<file path="config.mk">
export PLATFORM = sky130hd
export DESIGN_NAME = source_text_tokenizer
export DESIGN_NICKNAME = d
export VERILOG_FILES = /design/src/sv/stt_pkg.sv /design/src/sv/stt_front.sv /design/src/sv/stt_fifo.sv /design/src/sv/stt_back.sv /design/src/sv/source_text_tokenizer.sv
export SDC_FILE = /design/constraint.sdc
export NUM_CORES = 1
export LEC_CHECK = 0
export BUFFER_PORTS_ARGS = -buffer_cell sky130_fd_sc_hd__clkbuf_2
export CORE_MARGIN = 3
export CORE_UTILIZATION = 56
export CTS_CLUSTER_SIZE = 8
export DETAILED_ROUTE_END_ITERATION = 8
export PLACE_DENSITY = 0.83
export SKIP_CTS_REPAIR_TIMING = 1
export SYNTH_ARGS = -nofsm -noshare
export SYNTH_HDL_FRONTEND = slang
export SYNTH_SLANG_ARGS = --single-unit
</file>
<file path="constraint.sdc">
create_clock -name clk -period 4.9 [get_ports clk]
set_clock_uncertainty 0.15 [all_clocks]
set_input_delay 0.245 -clock clk [delete_from_list [all_inputs] [get_ports clk]]
set_output_delay 0.245 -clock clk [all_outputs]
set_load 0.02 [all_outputs]
</file>
<file path="src/sv/stt_pkg.sv">
// Shared types and constants for the source text tokenizer.
package stt_pkg;

  localparam int unsigned STT_QUEUE_DEPTH = 4;

  localparam int unsigned LINE_W = 24;
  localparam int unsigned COL_W  = 16;
  localparam int unsigned NUM_W  = 64;

  localparam logic [LINE_W-1:0] LINE_MAX = '1;
  localparam logic [COL_W-1:0]  COL_MAX  = '1;

  typedef enum logic [3:0] {
    KIND_CHAR  = 4'd0,
    KIND_EOF   = 4'd1,
    KIND_IDEND = 4'd2,
    KIND_NUM   = 4'd3,
    KIND_DOT   = 4'd4,
    KIND_COMMA = 4'd5,
    KIND_SEMI  = 4'd6,
    KIND_EQ    = 4'd7,
    KIND_LBR   = 4'd8,
    KIND_RBR   = 4'd9,
    KIND_IN    = 4'd10,
    KIND_OUT   = 4'd11,
    KIND_BLOCK = 4'd12,
    KIND_BAD   = 4'd13
  } kind_t;

  typedef enum logic [2:0] {
    CLS_EOF    = 3'd0,
    CLS_SPACE  = 3'd1,
    CLS_DIGIT  = 3'd2,
    CLS_LETTER = 3'd3,
    CLS_PUNCT  = 3'd4,
    CLS_BAD    = 3'd5
  } cls_t;

  typedef enum logic [2:0] {
    MODE_IDLE  = 3'b001,
    MODE_NUM   = 3'b010,
    MODE_IDENT = 3'b100
  } mode_t;

  typedef enum logic [3:0] {
    TRK_NONE  = 4'd0,
    TRK_I     = 4'd1,
    TRK_IN    = 4'd2,
    TRK_O     = 4'd3,
    TRK_OU    = 4'd4,
    TRK_OUT   = 4'd5,
    TRK_B     = 4'd6,
    TRK_BL    = 4'd7,
    TRK_BLO   = 4'd8,
    TRK_BLOC  = 4'd9,
    TRK_BLOCK = 4'd10
  } trk_t;

  typedef struct packed {
    cls_t              cls;
    kind_t             kind;
    logic [7:0]        ch;
    logic [LINE_W-1:0] line;
    logic [COL_W-1:0]  col;
  } cmd_t;

  typedef struct packed {
    kind_t             kind;
    logic [NUM_W-1:0]  num;
    logic [7:0]        ch;
    logic [LINE_W-1:0] line;
    logic [COL_W-1:0]  col;
    logic              last;
  } res_t;

endpackage

</file>
<file path="src/sv/stt_front.sv">
// Front end: accepts bytes, tracks line and column, classifies each request.
module stt_front import stt_pkg::*; (
  input  logic       clk,
  input  logic       rst_n,
  input  logic       in_valid,
  output logic       in_stall,
  input  logic [7:0] in_text_byte,
  input  logic       in_end_mark,
  input  logic       q_full,
  output logic       q_push,
  output cmd_t       q_cmd
);

  logic [LINE_W-1:0] line_r, line_nxt;
  logic [COL_W-1:0]  col_r, col_nxt;
  logic              is_nl;

  assign in_stall = q_full;
  assign q_push   = in_valid && !q_full;
  assign is_nl    = !in_end_mark && (in_text_byte == 8'h0A);

  always_comb begin
    line_nxt = line_r;
    col_nxt  = col_r;
    if (is_nl) begin
      if (line_r != LINE_MAX) line_nxt = line_r + 1'b1;
      col_nxt = '0;
    end else if (col_r != COL_MAX) begin
      col_nxt = col_r + 1'b1;
    end
  end

  always_comb begin
    q_cmd.ch   = in_text_byte;
    q_cmd.line = line_nxt;
    q_cmd.col  = col_nxt;
    q_cmd.kind = KIND_BAD;
    q_cmd.cls  = CLS_BAD;
    if (in_end_mark) begin
      q_cmd.cls = CLS_EOF;
    end else if (in_text_byte == 8'h20 ||
                 (in_text_byte >= 8'h09 && in_text_byte <= 8'h0D)) begin
      q_cmd.cls = CLS_SPACE;
    end else if (in_text_byte >= 8'h30 && in_text_byte <= 8'h39) begin
      q_cmd.cls = CLS_DIGIT;
    end else if ((in_text_byte >= 8'h61 && in_text_byte <= 8'h7A) ||
                 (in_text_byte >= 8'h41 && in_text_byte <= 8'h5A) ||
                 in_text_byte == 8'h5F) begin
      q_cmd.cls = CLS_LETTER;
    end else begin
      q_cmd.cls = CLS_PUNCT;
      unique case (in_text_byte)
        8'h2E:   q_cmd.kind = KIND_DOT;
        8'h2C:   q_cmd.kind = KIND_COMMA;
        8'h3B:   q_cmd.kind = KIND_SEMI;
        8'h3D:   q_cmd.kind = KIND_EQ;
        8'h7B:   q_cmd.kind = KIND_LBR;
        8'h7D:   q_cmd.kind = KIND_RBR;
        default: q_cmd.cls  = CLS_BAD;
      endcase
    end
  end

  always_ff @(posedge clk) begin
    if (!rst_n) begin
      line_r <= LINE_W'(1);
      col_r  <= '0;
    end else if (q_push) begin
      line_r <= line_nxt;
      col_r  <= col_nxt;
    end
  end

endmodule

</file>
<file path="src/sv/stt_fifo.sv">
// Short request queue between the front end and the scanner.
module stt_fifo import stt_pkg::*; #(
  parameter int unsigned DEPTH = STT_QUEUE_DEPTH
) (
  input  logic clk,
  input  logic rst_n,
  input  logic push,
  input  cmd_t push_cmd,
  output logic full,
  input  logic pop,
  output logic nempty,
  output cmd_t pop_cmd
);

  localparam int unsigned PW = (DEPTH > 1) ? $clog2(DEPTH) : 1;
  localparam int unsigned CW = $clog2(DEPTH + 1);

  cmd_t          mem_r [DEPTH];
  logic [PW-1:0] wp_r, wp_nxt, rp_r, rp_nxt;
  logic [CW-1:0] cnt_r, cnt_nxt;
  logic          do_push, do_pop;

  assign full    = (cnt_r == CW'(DEPTH));
  assign nempty  = (cnt_r != '0);
  assign do_push = push && !full;
  assign do_pop  = pop && nempty;
  assign pop_cmd = mem_r[rp_r];

  always_comb begin
    wp_nxt  = wp_r;
    rp_nxt  = rp_r;
    cnt_nxt = cnt_r;
    if (do_push) wp_nxt = (wp_r == PW'(DEPTH - 1)) ? '0 : wp_r + 1'b1;
    if (do_pop)  rp_nxt = (rp_r == PW'(DEPTH - 1)) ? '0 : rp_r + 1'b1;
    if (do_push && !do_pop) cnt_nxt = cnt_r + 1'b1;
    else if (!do_push && do_pop) cnt_nxt = cnt_r - 1'b1;
  end

  always_ff @(posedge clk) begin
    if (!rst_n) begin
      wp_r  <= '0;
      rp_r  <= '0;
      cnt_r <= '0;
    end else begin
      wp_r  <= wp_nxt;
      rp_r  <= rp_nxt;
      cnt_r <= cnt_nxt;
    end
  end

  always_ff @(posedge clk) begin
    if (do_push) mem_r[wp_r] <= push_cmd;
  end

endmodule

</file>
<file path="src/sv/stt_back.sv">
// Scanner back end: number, identifier and keyword state, result staging.
module stt_back import stt_pkg::*; (
  input  logic              clk,
  input  logic              rst_n,
  input  logic              q_nempty,
  input  cmd_t              q_cmd,
  output logic              q_pop,
  output logic              out_valid,
  input  logic              out_stall,
  output logic [3:0]        out_token_kind,
  output logic [NUM_W-1:0]  out_number_value,
  output logic [7:0]        out_char_value,
  output logic [LINE_W-1:0] out_start_line,
  output logic [COL_W-1:0]  out_start_column,
  output logic              out_last_of_run
);

  mode_t             mode_r, mode_nxt;
  logic [NUM_W-1:0]  acc_r, acc_nxt;
  trk_t              trk_r, trk_nxt;
  logic [LINE_W-1:0] tsl_r, tsl_nxt;
  logic [COL_W-1:0]  tsc_r, tsc_nxt;
  res_t              out_r, out_nxt, pend_r, pend_nxt;
  logic              out_v_r, out_v_nxt, pend_v_r, pend_v_nxt;
  res_t              res_a, res_b;
  logic              has_a, has_b, cont, ready;
  logic [NUM_W-1:0]  acc_x10;
  logic [NUM_W-1:0]  dig;

  function automatic trk_t trk_first(input logic [7:0] c);
    trk_t t;
    t = TRK_NONE;
    if (c == 8'h69) t = TRK_I;
    else if (c == 8'h6F) t = TRK_O;
    else if (c == 8'h62) t = TRK_B;
    return t;
  endfunction

  function automatic trk_t trk_step(input trk_t t, input logic [7:0] c);
    trk_t r;
    r = TRK_NONE;
    if (t == TRK_I && c == 8'h6E) r = TRK_IN;
    else if (t == TRK_O && c == 8'h75) r = TRK_OU;
    else if (t == TRK_OU && c == 8'h74) r = TRK_OUT;
    else if (t == TRK_B && c == 8'h6C) r = TRK_BL;
    else if (t == TRK_BL && c == 8'h6F) r = TRK_BLO;
    else if (t == TRK_BLO && c == 8'h63) r = TRK_BLOC;
    else if (t == TRK_BLOC && c == 8'h6B) r = TRK_BLOCK;
    return r;
  endfunction

  assign ready   = !pend_v_r && (!out_v_r || !out_stall);
  assign q_pop   = q_nempty && ready;
  assign dig     = {{(NUM_W-4){1'b0}}, q_cmd.ch[3:0]};
  assign acc_x10 = {acc_r[NUM_W-4:0], 3'b000} + {acc_r[NUM_W-2:0], 1'b0};

  always_comb begin
    mode_nxt = mode_r;
    acc_nxt  = acc_r;
    trk_nxt  = trk_r;
    tsl_nxt  = tsl_r;
    tsc_nxt  = tsc_r;
    has_a    = 1'b0;
    has_b    = 1'b0;
    cont     = 1'b0;
    res_a    = '{kind: KIND_NUM, num: acc_r, ch: 8'h00, line: tsl_r, col: tsc_r, last: 1'b0};
    res_b    = '{kind: KIND_EOF, num: '0, ch: 8'h00, line: q_cmd.line, col: q_cmd.col,
                 last: 1'b1};

    unique case (mode_r)
      MODE_NUM: begin
        if (q_cmd.cls == CLS_DIGIT) begin
          acc_nxt = acc_x10 + dig;
          cont    = 1'b1;
        end else begin
          has_a = 1'b1;
        end
      end
      MODE_IDENT: begin
        if (q_cmd.cls == CLS_DIGIT || q_cmd.cls == CLS_LETTER) begin
          trk_nxt    = trk_step(trk_r, q_cmd.ch);
          cont       = 1'b1;
          has_b      = 1'b1;
          res_b.kind = KIND_CHAR;
          res_b.ch   = q_cmd.ch;
          res_b.line = tsl_r;
          res_b.col  = tsc_r;
        end else begin
          has_a     = 1'b1;
          res_a.num = '0;
          if (trk_r == TRK_IN) res_a.kind = KIND_IN;
          else if (trk_r == TRK_OUT) res_a.kind = KIND_OUT;
          else if (trk_r == TRK_BLOCK) res_a.kind = KIND_BLOCK;
          else res_a.kind = KIND_IDEND;
          trk_nxt = TRK_NONE;
        end
      end
      default: ;
    endcase

    if (!cont) begin
      mode_nxt = MODE_IDLE;
      unique case (q_cmd.cls)
        CLS_EOF: has_b = 1'b1;
        CLS_SPACE: ;
        CLS_DIGIT: begin
          mode_nxt = MODE_NUM;
          acc_nxt  = dig;
          tsl_nxt  = q_cmd.line;
          tsc_nxt  = q_cmd.col;
        end
        CLS_LETTER: begin
          mode_nxt   = MODE_IDENT;
          trk_nxt    = trk_first(q_cmd.ch);
          tsl_nxt    = q_cmd.line;
          tsc_nxt    = q_cmd.col;
          has_b      = 1'b1;
          res_b.kind = KIND_CHAR;
          res_b.ch   = q_cmd.ch;
        end
        CLS_PUNCT: begin
          has_b      = 1'b1;
          res_b.kind = q_cmd.kind;
        end
        CLS_BAD: begin
          has_b      = 1'b1;
          res_b.kind = KIND_BAD;
          res_b.ch   = q_cmd.ch;
        end
        default: ;
      endcase
    end
  end

  always_comb begin
    out_nxt    = out_r;
    pend_nxt   = pend_r;
    out_v_nxt  = out_v_r;
    pend_v_nxt = pend_v_r;
    priority if (q_pop) begin
      if (has_a && has_b) begin
        out_nxt    = res_a;
        pend_nxt   = res_b;
        out_v_nxt  = 1'b1;
        pend_v_nxt = 1'b1;
      end else if (has_a) begin
        out_nxt      = res_a;
        out_nxt.last = 1'b1;
        out_v_nxt    = 1'b1;
      end else if (has_b) begin
        out_nxt   = res_b;
        out_v_nxt = 1'b1;
      end else begin
        out_v_nxt = 1'b0;
      end
    end else if (pend_v_r && (!out_v_r || !out_stall)) begin
      out_nxt    = pend_r;
      out_v_nxt  = 1'b1;
      pend_v_nxt = 1'b0;
    end else if (out_v_r && !out_stall) begin
      out_v_nxt = 1'b0;
    end else begin
      out_v_nxt = out_v_r;
    end
  end

  always_ff @(posedge clk) begin
    if (!rst_n) begin
      mode_r   <= MODE_IDLE;
      acc_r    <= '0;
      trk_r    <= TRK_NONE;
      tsl_r    <= LINE_W'(1);
      tsc_r    <= '0;
      out_v_r  <= 1'b0;
      pend_v_r <= 1'b0;
    end else begin
      if (q_pop) begin
        mode_r <= mode_nxt;
        acc_r  <= acc_nxt;
        trk_r  <= trk_nxt;
        tsl_r  <= tsl_nxt;
        tsc_r  <= tsc_nxt;
      end
      out_v_r  <= out_v_nxt;
      pend_v_r <= pend_v_nxt;
    end
  end

  always_ff @(posedge clk) begin
    out_r  <= out_nxt;
    pend_r <= pend_nxt;
  end

  assign out_valid        = out_v_r;
  assign out_token_kind   = out_r.kind;
  assign out_number_value = out_r.num;
  assign out_char_value   = out_r.ch;
  assign out_start_line   = out_r.line;
  assign out_start_column = out_r.col;
  assign out_last_of_run  = out_r.last;

endmodule

</file>
<file path="src/sv/source_text_tokenizer.sv">
// Top level of the source text tokenizer: front end, request queue, scanner.
//
//   channel  direction  handshake         payload
//   in_      input      in_valid/stall    text_byte, end_mark
//   out_     output     out_valid/stall   token_kind .. last_of_run
//
// One byte is taken per cycle while the queue has room; each request gives
// zero, one or two results, and the output register passes one result per
// cycle while out_stall is low; a byte that closes a token and opens another
// parks its second result in a pending register and holds off the queue.
// rst_n is synchronous; it resets position to line 1, column 0, idle scan.
// A stall on out_ fills the queue (QUEUE_DEPTH entries) before in_stall rises.
module source_text_tokenizer import stt_pkg::*; #(
  parameter int unsigned QUEUE_DEPTH = STT_QUEUE_DEPTH
) (
  input  logic              clk,
  input  logic              rst_n,
  input  logic              in_valid,
  output logic              in_stall,
  input  logic [7:0]        in_text_byte,
  input  logic              in_end_mark,
  output logic              out_valid,
  input  logic              out_stall,
  output logic [3:0]        out_token_kind,
  output logic [NUM_W-1:0]  out_number_value,
  output logic [7:0]        out_char_value,
  output logic [LINE_W-1:0] out_start_line,
  output logic [COL_W-1:0]  out_start_column,
  output logic              out_last_of_run
);

  logic q_full, q_push, q_pop, q_nempty;
  cmd_t push_cmd, pop_cmd;

  stt_front u_front (
    .clk          (clk),
    .rst_n        (rst_n),
    .in_valid     (in_valid),
    .in_stall     (in_stall),
    .in_text_byte (in_text_byte),
    .in_end_mark  (in_end_mark),
    .q_full       (q_full),
    .q_push       (q_push),
    .q_cmd        (push_cmd)
  );

  stt_fifo #(.DEPTH(QUEUE_DEPTH)) u_fifo (
    .clk      (clk),
    .rst_n    (rst_n),
    .push     (q_push),
    .push_cmd (push_cmd),
    .full     (q_full),
    .pop      (q_pop),
    .nempty   (q_nempty),
    .pop_cmd  (pop_cmd)
  );

  stt_back u_back (
    .clk              (clk),
    .rst_n            (rst_n),
    .q_nempty         (q_nempty),
    .q_cmd            (pop_cmd),
    .q_pop            (q_pop),
    .out_valid        (out_valid),
    .out_stall        (out_stall),
    .out_token_kind   (out_token_kind),
    .out_number_value (out_number_value),
    .out_char_value   (out_char_value),
    .out_start_line   (out_start_line),
    .out_start_column (out_start_column),
    .out_last_of_run  (out_last_of_run)
  );

endmodule

</file>
==> reports/results.txt, run 1 <==
status -> complete, no violations
Max-slew headroom -> 33.9%
post-route DRC violation count -> 0
Slew @ Worst Pin -> 0.992 ns
CTS max path bufs -> 3
area of the core -> 47100 um2
I/O pins -> 132
Hold Path Class -> input pin to flip-flop
crit path kind -> flip-flop to flip-flop
Post-Place Cells -> 2917
Worst path most repeated cell -> ha_1
crit-path cells -> mux4_2 -> ha_1 -> ha_1 -> fa_1 -> a21o_1 -> a311o_1 -> a211oi_1 -> o21ai_1 -> a31oi_2 -> o31ai_2 -> a41o_1 -> a21oi_2 -> o211ai_1 -> xnor2_1 -> o21ai_0
largest net degree at the start of global routing -> 118
startpoint types -> flip-flop
post-synth top area cell -> edfxtp_1
crit-path max FO -> 9
switching pwr -> 5160 uW
Power Density -> 514 nW/um2
Antenna Nets Post-Route -> 0
Final Cycle Share -> 95.2%
sequential power share -> 41.8%
max cap viols -> 0
critical path required time -> 5.22 ns
fmax -> 214 MHz
via count -> 18400
Worst-path clk slew -> 0.05 ns
Mapped Cells -> 2277
Post-Layout Cell Count -> 3069
GPL Wtd Cong -> 0.911
setup tns final -> 0 ns
Net Count, Synth -> 2423
clock power share -> 32.0%
initial DRC count -> 1682
Ys Warns -> 0
Antenna diodes -> 0
Hold Vio Cnt, Final -> 0
GRT Overall Usage -> 24.0%
ys flop type -> edfxtp_1
Die Area -> 50700 um2
synthesized cell area -> 26900 um2
Leak -> 0.0115 uW
clock root buffer -> clkbuf_16
cell internal pwr -> 10500 uW
area growth from synthesis to layout -> 13.3%
routed len/inst -> 19.9 um
number of distinct library cells after synthesis -> 85
Initial Utilization -> 57.2%
flops & latches, synth -> 551
TritonCTS clock tree -> built
clk_lat worst skew -> 0.61 ns
clk sinks -> 551
Crit path max-delay family -> compound AO/OA/AOI/OAI gates
share of the synthesized area in the top cell type -> 43.4%
row cnt -> 79
Post-DP HPWL -> 39.2 mm
max-slew violation count -> 0
total grt overflow -> 0
register area share after synthesis -> 55.5%
setup violators final -> 0
cts bufs inserted -> 78
slowest CP cell -> mux4_2
# port buffers -> 131
syn avg cell area -> 11.8 um2
Die H -> 225 um
Async S/R FF share, synth -> 0%
first-pass GRT wire length -> 97.3 mm
H-tree depth -> 3
CP Capture Type -> flip-flop
drt first pass iters -> 6
routed via count divided by cell count -> 6.01
Buf/Inv on CP -> 0
share of layout cells above drive strength 1 -> 15.4%
Critical Path AT -> 4.98 ns
Post-synth EDFFs -> 389
vias in the first global route -> 18500
Period minus WS final -> 4.66 ns
antenna violations before repair -> 0
Net Sw Frac -> 32.9%
combinational power share -> 26.2%
final net count -> 2546
Post-Route WL -> 61.2 mm
top post-synthesis cells by area -> edfxtp_1, dfxtp_1, ha_1
unrepaired setup endpoints after global routing -> no
Die W -> 225 um
worst vdd ir -> 558 uV
crit-path max cell delay -> 0.57 ns
stage by stage:
stage               setup slack (ns)  total power (uW)  hold WS (ns)  util [%]  area, um2
floorplan                      0.249              9300         0.194         -      26900
global placement               0.336             10500         0.283      59.7      28100
detailed placement             0.265             10700         0.295      59.7      28100
CTS                            0.231             15800        -0.217      64.6      30400
global route                 0.00113             16300        0.0959      64.8      30500
finish                         0.237             15700        0.0586      64.8      30500
metal layers:
| metal | track usage (%) | vias to the layer above | routed length, um |
|---|---|---|---|
| met5 | 0 | - | 0 |
| met4 | 9.29 | 0 | 1840 |
| met3 | 4.36 | 126 | 3890 |
| met2 | 40.1 | 657 | 29700 |
| met1 | 31.4 | 9023 | 25700 |
| li1 | - | 8630 | - |
placed cells by master (no fill, tap or decap), drive strengths merged, types with 9 or more instances in the layout:
| cell type | n |
|---|---|
| nand2 | 278 |
| a21boi | 66 |
| xor2 | 55 |
| buf | 26 |
| o21ai | 140 |
| or3 | 14 |
| a21oi | 110 |
| clkbuf | 265 |
| inv | 44 |
| dlygate4sd3 | 10 |
| nor4 | 10 |
| xnor2 | 58 |
| a22oi | 29 |
| nor3 | 25 |
| and2 | 93 |
| nand3 | 38 |
| nor2 | 101 |
| o211ai | 9 |
| dfxtp | 162 |
| ha | 130 |
| mux2i | 45 |
| mux2 | 43 |
| nand4 | 35 |
| o21a | 10 |
| edfxtp | 389 |
| a21o | 24 |
| a31oi | 16 |
| nand2b | 13 |
| o21bai | 9 |
| nor2b | 54 |
| and3 | 16 |
| mux4 | 54 |
worst register-to-register path, delay by kind of cell (launching register included):
kind / cells / cell delay (ns)
AO/OA/AOI/OAI: 10 / 2.28
adder cells (fa/ha/maj): 3 / 0.95
multiplexers: 1 / 0.57
flip-flops: 1 / 0.44
XOR/XNOR: 1 / 0.13
kinds of logic (layout without fill, tap and decap cells):
family	count (synthesis)	after routing	synth area share (%)
AO/OA/AOI/OAI	461	461	10.8
XOR/XNOR	113	113	3.68
adder cells (fa/ha/maj)	133	133	6.27
buffers and inverters	162	347	2.39
flip-flops	551	551	55.5
multiplexers	142	142	7.99
AND/OR/NAND/NOR	715	715	13.4
worst paths after layout:
path / endpoint / startpoint / slack (ns) / cells past startpoint
max: flip-flop / flip-flop / 0.24 / 15
min: flip-flop / rst_n / 0.06 / 2
max reg2reg: flip-flop / flip-flop / 0.24 / 15
min reg2reg: flip-flop / flip-flop / 0.30 / 2
cell type report:
| type | instances | area [um2] |
|---|---|---|
| timing repair buffer | 166 | 968 |
| clock inverter | 7 | 138 |
| clock buffer | 135 | 2170 |
| inverter | 39 | 146 |
| sequential | 551 | 14900 |
| multi-input combinational | 1564 | 11400 |
| tap | 607 | 759 |
| fill | 3381 | 16600 |
synth_stat cells (all sizes together), types with 5 or more instances:
cell	count
edfxtp	389
nand2	278
dfxtp	162
o21ai	140
ha	130
a21oi	110
nor2	101
clkbuf	99
and2	93
a21boi	66
xnor2	58
xor2	55
mux4	54
nor2b	54
mux2i	45
mux2	43
inv	39
nand3	38
nand4	35
a22oi	29
nor3	25
a21o	24
buf	24
a31oi	16
and3	16
or3	14
nand2b	13
nor4	10
o21a	10
o211ai	9
o21bai	9
a22o	8
and4	8
nor3b	7
o31ai	6
or2	6
nand3b	5
power by group through the flow:
stage / clock network (uW) / registers [uW] / logic [uW]
after CTS: 5090 / 6550 / 4120
after global placement: 0 / 6590 / 3940
after detailed placement: 0 / 6620 / 4050
after global routing: 5270 / 6610 / 4440
after floorplan: 0 / 7160 / 2130
final: 5010 / 6550 / 4110
Note: power is estimated with default switching activity, not from simulation.
==> inputs of run 2 (changes only) <==
--- a/config.mk
+++ b/config.mk
@@ -7,3 +7,3 @@
 export LEC_CHECK = 0
-export BUFFER_PORTS_ARGS = -buffer_cell sky130_fd_sc_hd__clkbuf_2
+export BUFFER_PORTS_ARGS = -buffer_cell sky130_fd_sc_hd__buf_4
 export CORE_MARGIN = 3
==> constraint.sdc (replaced) <==
create_clock -name clk -period 3.8 [get_ports clk]
set_clock_uncertainty 0.15 [all_clocks]
set_input_delay 0.19 -clock clk [delete_from_list [all_inputs] [get_ports clk]]
set_output_delay 0.19 -clock clk [all_outputs]
set_load 0.05 [all_outputs]
==> reports/results.txt, run 2 (synthesis results as in run 1) <==
status -> finished with violations
failing checks -> setup timing
clk_lat worst skew -> 0.62 ns
I/O pins -> 132
CP Capture Type -> flip-flop
max-slew violation count -> 0
crit-path max FO -> 4
area of the core -> 47100 um2
largest net degree at the start of global routing -> 89
fmax -> 243 MHz
setup violators final -> 12
Post-DP HPWL -> 39.9 mm
total grt overflow -> 0
Worst Hold Slack -> 0.0667 ns
vias in the first global route -> 19000
critical path required time -> 4.14 ns
routed len/inst -> 19.7 um
Max-slew headroom -> 37.5%
crit path kind -> flip-flop to flip-flop
setup tns final -> -2.41 ns
Hold Path Class -> input pin to flip-flop
Die H -> 225 um
unrepaired setup endpoints after global routing -> yes
final net count -> 2595
# port buffers -> 131
initial DRC count -> 1630
commonest non-fill, non-tap cell in the layout -> edfxtp_1
antenna violations before repair -> 0
H-tree depth -> 3
total chip power -> 22400 uW
commonest cells after routing, fill and taps aside -> edfxtp_1, nand2_1, buf_4, dfxtp_1, ha_1
Antenna diodes -> 0
cts bufs inserted -> 78
row cnt -> 79
Period minus WS final -> 4.11 ns
Die Area -> 50700 um2
routed via count divided by cell count -> 5.97
clock root buffer -> clkbuf_16
post-layout worst setup margin -> -0.308 ns
TritonCTS clock tree -> built
Die W -> 225 um
Antenna Nets Post-Route -> 0
Critical Path AT -> 4.45 ns
final core occ -> 67.3%
Final Cycle Share -> 108%
via count -> 18600
startpoint types -> flip-flop
Worst-path clk slew -> 0.05 ns
post-route DRC violation count -> 0
max cap viols -> 0
GRT Overall Usage -> 24.2%
Hold Vio Cnt, Final -> 0
Power Density -> 707 nW/um2
first-pass GRT wire length -> 98.2 mm
Post-Route WL -> 61.5 mm
Initial Utilization -> 57.2%
drt first pass iters -> 5
area growth from synthesis to layout -> 17.6%
CTS max path bufs -> 3
Slew @ Worst Pin -> 0.937 ns
clk sinks -> 551
share of layout cells above drive strength 1 -> 18.3%
worst vdd ir -> 502 uV
GPL Wtd Cong -> 0.894
Leak -> 0.0120 uW
run 2: cell count changes in the layout (fill, tap and decap cells not counted), moves of 4 or more:
cell	change
and2_4	-4
a31oi_1	-4
a21oi_1	-6
clkbuf_2	-130
buf_4	+163
a21oi_2	+4
o21ai_0	-12
and2_2	+4
o21ai_2	+4
o21ai_1	+8
buf_12	+14
run 2: power breakdown:
group | switching (uW) | internal, uW
clock network | 2600 | 3910
registers | 469 | 7900
logic | 5140 | 2370
total | 8210 | 14200
run 2: layout make-up:
class                   count  area [um2]
repair buffers            215        1850
flip-flops and latches    551       14900
clock inverters             7         179
clock buffers             137        2170
fillers                  3162       15400
inverters                  39         146
multi-input cells        1564       11600
well taps                 607         759
run 2: metrics by stage:
step           setup slack [ns]  cells  cell area [um2]
2_1_floorplan            -0.259   2277            27000
3_3_place_gp             -0.226   2958            28900
3_5_place_dp             -0.312   2958            28900
4_1_cts                  -0.313   3102            31300
5_1_grt                  -0.428   3120            31700
6_report                 -0.308   3120            31700
run 2: critical path, cell delays in order (launching register included):
cell and delay, ns:
dfxtp_4 0.36, mux2i_1 0.12, nand2_1 0.09, o21a_1 0.17
inv_2 0.06, fa_1 0.49, inv_2 0.05, fa_2 0.35
a21o_1 0.21, a311o_1 0.42, a211oi_2 0.25, o21ai_2 0.11
a31oi_4 0.21, o31ai_4 0.11, a41o_4 0.32, a21oi_4 0.17
o211ai_1 0.12, xnor2_1 0.15, o21ai_1 0.08
run 2: path summary, 6_finish.rpt:
kind | from | endpoint | slack (ns) | cells after the start
hold / removal | rst_n | u_back.tsl_r[0]$_SDFFE_PN1P_ | 0.07 | 2
setup reg to reg | flip-flop | flip-flop | -0.31 | 18
hold reg to reg | flip-flop | flip-flop | 0.31 | 2
setup / recovery | flip-flop | flip-flop | -0.31 | 18
run 2: routing by layer:
metal	GRT usage (%)	share of wire, %	up-vias
met1	30.0	41	8967
met2	41.8	50	766
met4	10.0	2.8	0
met5	0	0	-
met3	4.51	6.6	137
li1	-	-	8746
